==> config.mk <==
export PLATFORM = sky130hd
export DESIGN_NAME = skqt_ram
export DESIGN_NICKNAME = d
export VERILOG_FILES = /design/src/rtl/core/sorted_key_quantity_table_defines.svh /design/src/rtl/core/skqt_ram.sv
export SDC_FILE = /design/constraint.sdc
export NUM_CORES = 1
export LEC_CHECK = 0
export ABC_AREA = 1
export BUFFER_PORTS_ARGS = -buffer_cell sky130_fd_sc_hd__clkbuf_2
export CAP_MARGIN = 20
export CELL_PAD_IN_SITES_DETAIL_PLACEMENT = 0
export CELL_PAD_IN_SITES_GLOBAL_PLACEMENT = 1
export CORE_UTILIZATION = 45
export DETAILED_ROUTE_END_ITERATION = 10
export PLACE_DENSITY = 0.73
export REMOVE_ABC_BUFFERS = 1
export SYNTH_ARGS = -nofsm -noshare
export SYNTH_HDL_FRONTEND = slang
export SYNTH_SLANG_ARGS = --single-unit
==> constraint.sdc <==
create_clock -name clk -period 2.9 [get_ports clk]
set_clock_uncertainty 0.1 [all_clocks]
set_input_delay 0.58 -clock clk [delete_from_list [all_inputs] [get_ports clk]]
set_output_delay 0.58 -clock clk [all_outputs]
set_load 0.02 [all_outputs]
==> src/rtl/core/sorted_key_quantity_table_defines.svh <==
// Assertion macros shared by the sorted key/quantity table RTL.
// No dependencies; included by files that carry concurrent assertions.
`ifndef SORTED_KEY_QUANTITY_TABLE_DEFINES_SVH
`define SORTED_KEY_QUANTITY_TABLE_DEFINES_SVH

// Same-cycle implication, reset-qualified
`define SKQT_ASSERT_IMPL(label, ck, rn, ante, cons, msg) \
	label: assert property (@(posedge ck) disable iff (!rn) (ante) |-> (cons)) else $error(msg);

// Next-cycle implication, reset-qualified
`define SKQT_ASSERT_NEXT(label, ck, rn, ante, cons, msg) \
	label: assert property (@(posedge ck) disable iff (!rn) (ante) |=> (cons)) else $error(msg);

`endif

==> src/rtl/core/skqt_ram.sv <==
// Generic single-write, single-read RAM with registered read data.
// No dependencies.
`timescale 1ns / 1ps

module skqt_ram #(
	parameter int WIDTH = 8,
	parameter int DEPTH = 16,
	localparam int AW = (DEPTH > 1) ? $clog2(DEPTH) : 1
) (
	input  logic             clk,
	input  logic             wr_en,
	input  logic [AW-1:0]    wr_addr,
	input  logic [WIDTH-1:0] wr_data,
	input  logic             rd_en,
	input  logic [AW-1:0]    rd_addr,
	output logic [WIDTH-1:0] rd_data
);

	logic [WIDTH-1:0] mem_q [DEPTH];

	always_ff @(posedge clk) begin
		if (wr_en) begin
			mem_q[wr_addr] <= wr_data;
		end
		if (rd_en) begin
			rd_data <= mem_q[rd_addr];
		end
	end

endmodule

==> run metrics, run 1 <==
startpoint of the most critical hold path rd_en; end point of the worst hold path rd_data[4]; minimum period implied by the final worst setup slack 1780 ps; crit path DAT 1840 ps; total routed wire length on the met1 layer 5920 µm; core area 12600 µm²; Max Fclk 562 MHz; Fill cells 1146; Syn. warnings 0; Slew @ Worst Pin 949 ps; GRT overflow 0; top routing layer in use met4; TritonCTS clock tree done; status finished clean; portion of the post-synthesis area used by sequential elements 0.698; final worst path period share 0.614; weighted congestion reported at the end of routability-driven placement 0.788; count of hold-fix buffers inserted at cts 0; root buffer selected by CTS sky130_fd_sc_hd__clkbuf_16; biggest area contributors in the synthesized netlist sky130_fd_sc_hd__edfxtp_1 (70%), sky130_fd_sc_hd__nand2_1 (11%), sky130_fd_sc_hd__nand3_1 (8.3%), sky130_fd_sc_hd__inv_1 (6.4%), sky130_fd_sc_hd__buf_6 (1.2%); Fin. Hold Viols 0; count of TritonRoute iterations in the first routing pass 5; number of inserted diodes 0; peak supply drop 0.383 mV; die boundary height 116 µm; worst flop-to-flop path startpoint mem_q[1][7]; cell count after synthesis 551; clock buffer count from CTS 17; iteration-0 DRC count of the detailed router 239; worst-case headroom to the max-slew limit 0.365; number of standard-cell rows in the floorplan 41; areal power density over the cells 675 nW/µm²; mapped cell area 5850 µm²; total wirelength of the detailed-routed design 13500 µm; Clock Pin Slew Worst Setup and Hold Paths 50 ps; start-to-end type of the worst setup path in -> reg; Detail Placement HPWL 8570 µm; final non-filler cell area 6660 µm²; number of design rule violations left after detail routing 0; proportion of layout cells with a drive suffix above 1 0.108; Leak Pwr 2.85 nW; number of I/O port buffers 26; worst hold path type in -> reg; unrepaired setup endpoints after global routing no; effective utilization at floorplan 0.463; routed wire length on met2 6490 µm; floorplan die area 13500 µm²; number of setup buffers added after CTS 0; proportion of power drawn by flip-flops and latches 0.497; wire length of the first global-routing pass 20400 µm; hold depth 1; layout-stage area growth over the synthesis result 13.9%; Net Sw Power 0.000957 W; post-synthesis sequential element count 136; critical path required time 2960 ps; via count of the first global-routing pass 3614; CTS Buffer Depth 2; Total Neg Setup Slack 0 ps; final hold slack 483 ps; part of the total power dissipated in combinational logic 0.060; max-cap viol count 0; part of the total power dissipated in the clock network 0.443; placement-stage cell area 6110 µm²; vias per std cell 5.00; I/O pin count 27; met3 routed WL 823 µm; share of the synthesized area in the top cell type 0.698; gr usage total 0.220; largest area contributor in the synthesized netlist sky130_fd_sc_hd__edfxtp_1; flop2flop setup slack 1580 ps; antenna violations before repair 0; width of the die 116 µm; Routed WL per cell 17.7 µm; internal portion of total power 0.00354 W; antenna-violating nets left 0; endpoint class of the critical path flop; logic depth of the worst register-to-register path 6; library cells used by synthesis 11; Net Sw Frac 0.213; largest net degree at the start of global routing 65; number of H-tree branching levels 4; later-pin clock latency in the skew report 410 ps; clk sink count 136; reg-to-reg endpoint rd_data[7]; Crit Path Max Fanout 17; Layout Nets 601; number of setup violations in the final report 0; Worst setup SP type input port; overall via count from detail_route 3822; number of instances resized during post-cts repair 0; Syn Area/Cell 10.6 µm²; Slew Limit Fails 0
[cell usage after synthesis]
master,instances
sky130_fd_sc_hd__buf_1,1
sky130_fd_sc_hd__buf_2,13
sky130_fd_sc_hd__buf_4,4
sky130_fd_sc_hd__buf_6,6
sky130_fd_sc_hd__edfxtp_1,136
sky130_fd_sc_hd__inv_1,100
sky130_fd_sc_hd__inv_2,2
sky130_fd_sc_hd__nand2_1,173
sky130_fd_sc_hd__nand3_1,97
sky130_fd_sc_hd__nand3b_1,2
sky130_fd_sc_hd__nor2_1,17
[stage by stage]
stage / cells / worst slack (ps) / utilization / power (W)
after floorplan: 527 / 1100 / - / 0.00240
after global placement: 735 / 683 / 0.484 / 0.00254
after detailed placement: 735 / 650 / 0.484 / 0.00255
after CTS: 765 / 1080 / 0.528 / 0.00453
after global routing: 765 / 1070 / 0.528 / 0.00463
final: 765 / 1120 / 0.528 / 0.00449
[cells in the final DEF, fill, tap and decap left out]
cell type | Yosys | routed
sky130_fd_sc_hd__clkbuf_1 | 0 | 4
sky130_fd_sc_hd__edfxtp_1 | 136 | 136
sky130_fd_sc_hd__nand3b_1 | 2 | 2
sky130_fd_sc_hd__nand3_1 | 97 | 97
sky130_fd_sc_hd__inv_2 | 2 | 2
sky130_fd_sc_hd__clkinv_4 | 0 | 1
sky130_fd_sc_hd__clkinvlp_4 | 0 | 2
sky130_fd_sc_hd__nor2_1 | 17 | 17
sky130_fd_sc_hd__inv_1 | 100 | 100
sky130_fd_sc_hd__buf_12 | 0 | 1
sky130_fd_sc_hd__buf_4 | 4 | 9
sky130_fd_sc_hd__bufinv_16 | 0 | 2
sky130_fd_sc_hd__clkbuf_2 | 0 | 26
sky130_fd_sc_hd__clkbuf_16 | 0 | 17
sky130_fd_sc_hd__nand2_1 | 173 | 173
sky130_fd_sc_hd__clkinv_2 | 0 | 4
[logic make-up after synthesis]
family | after synthesis | share of synthesized area
AND/OR/NAND/NOR | 289 | 0.208
buffers and inverters | 126 | 0.0939
flip-flops | 136 | 0.698
[flip-flops by register name, summed over array words and instances (netlist names)]
register  cells
mem_q       128
rd_data       8
[critical path, stage by stage]
cell	delay, ps
sky130_fd_sc_hd__clkbuf_2	260
sky130_fd_sc_hd__inv_1	500
sky130_fd_sc_hd__nand3_1	210
sky130_fd_sc_hd__nand3_1	190
sky130_fd_sc_hd__nand2_1	80
[power by group through the flow]
stage / clock network [W] / logic, W / registers (W)
floorplan: 0 / 0.000119 / 0.00228
global placement: 0 / 0.000272 / 0.00227
detailed placement: 0 / 0.000274 / 0.00227
global route: 0.00210 / 0.000301 / 0.00223
CTS: 0.00202 / 0.000276 / 0.00223
finish: 0.00199 / 0.000272 / 0.00223
[how the worst max path moves through the flow]
stage | depth (start not counted) | slack, ps | end | start
floorplan | 6 | 1100 | rd_data[2] | rd_addr[0]
global placement | 5 | 680 | rd_data[0] | rd_addr[2]
detailed placement | 5 | 650 | rd_data[7] | rd_addr[2]
CTS | 5 | 1080 | rd_data[7] | rd_addr[2]
global route | 5 | 1070 | rd_data[7] | rd_addr[2]
finish | 5 | 1120 | rd_data[7] | rd_addr[2]
[metal layers]
metal	GRT usage	vias to the layer above
met2	0.342	128
met5	0	-
met4	0.0940	0
li1	-	1844
met3	0.0476	21
met1	0.299	1829
[layout make-up]
| type | instances | area, µm² | share of cell area |
|---|---|---|---|
| Sequential cell | 136 | 4080 | 0.613 |
| Multi-Input combinational cell | 289 | 1210 | 0.182 |
| Clock buffer | 21 | 440 | 0.0662 |
| Inverter | 102 | 383 | 0.0575 |
| Timing Repair Buffer | 36 | 218 | 0.0327 |
| Tap cell | 172 | 215 | 0.0323 |
| Clock inverter | 9 | 104 | 0.0156 |
No activity file was read; power rests on OpenSTA's default activity.
==> inputs of run 2 (changes only) <==
--- a/config.mk
+++ b/config.mk
@@ -5,14 +5,14 @@
 export SDC_FILE = /design/constraint.sdc
 export NUM_CORES = 1
 export LEC_CHECK = 0
-export ABC_AREA = 1
+export ABC_AREA = 0
 export BUFFER_PORTS_ARGS = -buffer_cell sky130_fd_sc_hd__clkbuf_2
 export CAP_MARGIN = 20
 export CELL_PAD_IN_SITES_DETAIL_PLACEMENT = 0
 export CELL_PAD_IN_SITES_GLOBAL_PLACEMENT = 1
 export CORE_UTILIZATION = 45
 export DETAILED_ROUTE_END_ITERATION = 10
-export PLACE_DENSITY = 0.73
+export PLACE_DENSITY = 0.69
 export REMOVE_ABC_BUFFERS = 1
 export SYNTH_ARGS = -nofsm -noshare
 export SYNTH_HDL_FRONTEND = slang
==> constraint.sdc (replaced) <==
create_clock -name clk -period 1.6 [get_ports clk]
set_clock_uncertainty 0.1 [all_clocks]
set_input_delay 0.32 -clock clk [delete_from_list [all_inputs] [get_ports clk]]
set_output_delay 0.32 -clock clk [all_outputs]
set_load 0.02 [all_outputs]
==> run metrics, run 2 <==
GR Util met1 0.234 (-0.0651); GR Util met2 0.295 (-0.0474); WP buf/inv 0 (-2); Slew Limit Fails 0 (unchanged); number of standard-cell rows in the floorplan 38 (-7.3%); final cell utilization of the core 0.570 (+0.0425); CTS Buffer Depth 2 (unchanged); Net Sw Frac 0.198 (-0.0152); number of I/O port buffers 26 (unchanged); Fin. Hold Viols 0 (unchanged); portion of the post-synthesis area used by sequential elements 0.781 (+0.0828); Net Sw Power 0.00163 W (+70%); flip-flop count of the largest register, all copies and words added 128 (unchanged); Syn Area/Cell 22.8 µm² (+120%); status finished clean; Max Fclk 639 MHz; post-synthesis sequential element count 136 (unchanged); hold depth 1 (unchanged); mapped cell area 5230 µm² (-11%); most instantiated flip-flop cell in the synthesis netlist sky130_fd_sc_hd__edfxtp_1; floorplan die area 12100 µm² (-10%); antenna-violating nets left 0 (unchanged); final worst path period share 0.978; max-cap viol count 0 (unchanged); worst hold path type in -> reg; gr usage total 0.182 (-0.0380); Clock Pin Slew Worst Setup and Hold Paths 60 ps (about the same); I/O pin count 27 (unchanged); placement-stage cell area 5720 µm² (-6.4%); GRT overflow 0 (unchanged); clock buffer count from CTS 17 (unchanged); count of TritonRoute iterations in the first routing pass 4 (-1); peak supply drop 0.852 mV (+120%); met3 GRT Util 0.0427 (-0.00491); Detail Placement HPWL 6130 µm (-28%); Total Neg Setup Slack 0 ps (unchanged); most used routing layer met2; proportion of power drawn by flip-flops and latches 0.490 (-0.007); start-to-end type of the worst setup path reg -> reg; Crit Path Max Fanout 1 (-16); number of H-tree branching levels 4 (unchanged); internal portion of total power 0.00661 W (+87%); part of the total power dissipated in combinational logic 0.050 (-0.010); startpoint of the most critical hold path wr_data[1]; most frequent cell after synthesis sky130_fd_sc_hd__edfxtp_1; Worst setup SP type flop; antenna violations before repair 0 (unchanged); endpoint class of the critical path flop; number of inserted diodes 0 (unchanged); root buffer selected by CTS sky130_fd_sc_hd__clkbuf_16; number of design rule violations left after detail routing 0 (unchanged); multi-input logic area 1070 µm² (-12%); worst flop-to-flop path startpoint mem_q[9][5]; slowest cell on the critical path sky130_fd_sc_hd__mux4_1; CP peak stage delay 520 ps (+20 ps); later-pin clock latency in the skew report 410 ps (about the same); effective utilization at floorplan 0.472 (+0.00856); Slew @ Worst Pin 878 ps (-71.1 ps); Layout Nets 311 (-48%); largest registers in the final layout mem_q: 128 flops, rd_data: 8 flops; share of the synthesized area in the top cell type 0.781 (+0.0828); TritonCTS clock tree done; commonest non-fill, non-tap cell in the layout sky130_fd_sc_hd__edfxtp_1; areal power density over the cells 1310 nW/µm² (+93%); proportion of layout cells with a drive suffix above 1 0.349 (+0.241); Top delay family on crit path multiplexers; overall via count from detail_route 2452 (-36%); via count of the first global-routing pass 2603 (-28%); Fill cells 834 (-27%); cell types with the highest counts after synthesis sky130_fd_sc_hd__edfxtp_1 (136), sky130_fd_sc_hd__mux4_2 (18), sky130_fd_sc_hd__a22oi_1 (16), sky130_fd_sc_hd__mux4_1 (14), sky130_fd_sc_hd__nor2_1 (13); most frequent cells in the layout sky130_fd_sc_hd__edfxtp_1 (136), sky130_fd_sc_hd__clkbuf_2 (26), sky130_fd_sc_hd__buf_4 (23), sky130_fd_sc_hd__mux4_2 (19), sky130_fd_sc_hd__clkbuf_16 (17); Syn. warnings 0 (unchanged); minimum period implied by the final worst setup slack 1560 ps; library cells used by synthesis 18 (+7); wire length of the first global-routing pass 14700 µm (-28%); core area 11100 µm² (-12%); width of the die 110 µm (-5.3%); logic depth of the worst register-to-register path 3 (-3); launch point of the worst path mem_q[9][5]; total stage count of the critical path 3 (-2); cell count after synthesis 229 (-58%); largest net degree at the start of global routing 20 (-69%); largest area contributor in the synthesized netlist sky130_fd_sc_hd__edfxtp_1; vias per std cell 5.52 (+11%); share of flip-flops with an asynchronous set or reset after synthesis 0 (unchanged); final non-filler cell area 6310 µm² (-5.1%); largest register by flop count mem_q; part of the total power dissipated in the clock network 0.461 (+0.018); Leak Pwr 2.15 nW (-25%); biggest area contributors in the synthesized netlist sky130_fd_sc_hd__edfxtp_1 (78%), sky130_fd_sc_hd__mux4_2 (7.8%), sky130_fd_sc_hd__mux4_1 (7.0%), sky130_fd_sc_hd__a22oi_1 (2.3%), sky130_fd_sc_hd__nor2_1 (0.93%); worst-case headroom to the max-slew limit 0.414 (+0.0486); FF/Latch Area 4080 µm² (unchanged); iteration-0 DRC count of the detailed router 140 (-41%); Routed WL per cell 21.7 µm (+23%); die boundary height 110 µm (-5.3%); crit path DAT 1610 ps (-230 ps); critical path required time 1640 ps (-1320 ps); CP cell instances mux4_1 > a22oi_2 > nand2_1; number of setup violations in the final report 0 (unchanged); weighted congestion reported at the end of routability-driven placement 0.693 (-12%); clk sink count 136 (unchanged); overall power after layout 0.00825 W (+83%); layout-stage area growth over the synthesis result 20.8%; number of enable-type register cells in the synthesized netlist 136 (unchanged); total wirelength of the detailed-routed design 9650 µm (-29%)
run 2: cell type report:
cell class                      count  area share
Multi-Input combinational cell     83       0.169
Tap cell                          140      0.0277
Clock inverter                     14      0.0252
Timing Repair Buffer               54      0.0638
Clock buffer                       17      0.0674
Sequential cell                   136       0.647
run 2: path summary, 6_finish.rpt:
kind,endpoint,slack [ps]
max,rd_data[5],40
min,mem_q[1][1],220
max reg2reg,rd_data[5],40
min reg2reg,rd_data[3],650
run 2: per-stage QoR:
stage	hold WS (ps)	setup WS [ps]	instances
5_1_grt	228	-6.99	444
3_5_place_dp	643	-377	413
3_3_place_gp	637	-360	413
4_1_cts	225	21.6	444
6_report	223	35.2	444
2_1_floorplan	319	-313	219
run 2: layer usage:
layer  share of wire  up-vias
met5               0        -
met4           0.019        0
met3           0.038       14
met2            0.50       58
met1            0.44     1277
li1                -     1103
run 2: cells by family (layout without fill, tap and decap cells):
kind of cell           Yosys count  in the layout  synth area share
multiplexers                    32             32             0.148
AO/OA/AOI/OAI                   16             16            0.0230
flip-flops                     136            136             0.781
AND/OR/NAND/NOR                 35             35            0.0314
buffers and inverters           10             85            0.0165
run 2: worst reg2reg max path: cells and delay by family (launching register included):
| family | cells | cell delay [ps] |
|---|---|---|
| AO/OA/AOI/OAI | 1 | 230 |
| flip-flops | 1 | 360 |
| multiplexers | 1 | 520 |
| AND/OR/NAND/NOR | 1 | 90 |
run 2: power groups by stage:
stage	clock, W	combinational [W]	sequential, W
2_1_floorplan	0	0.000160	0.00413
6_report	0.00380	0.000410	0.00404
3_5_place_dp	0	0.000413	0.00411
4_1_cts	0.00387	0.000415	0.00404
5_1_grt	0.00401	0.000445	0.00404
3_3_place_gp	0	0.000405	0.00411
run 2: timing repair:
action | 4_1_cts | 5_1_grt
setup buffers | 0 | 0
hold endpoints to repair | 0 | 0
hold buffers | 0 | 0
resized for setup | 0 | 4
setup endpoints to repair | 0 | 3
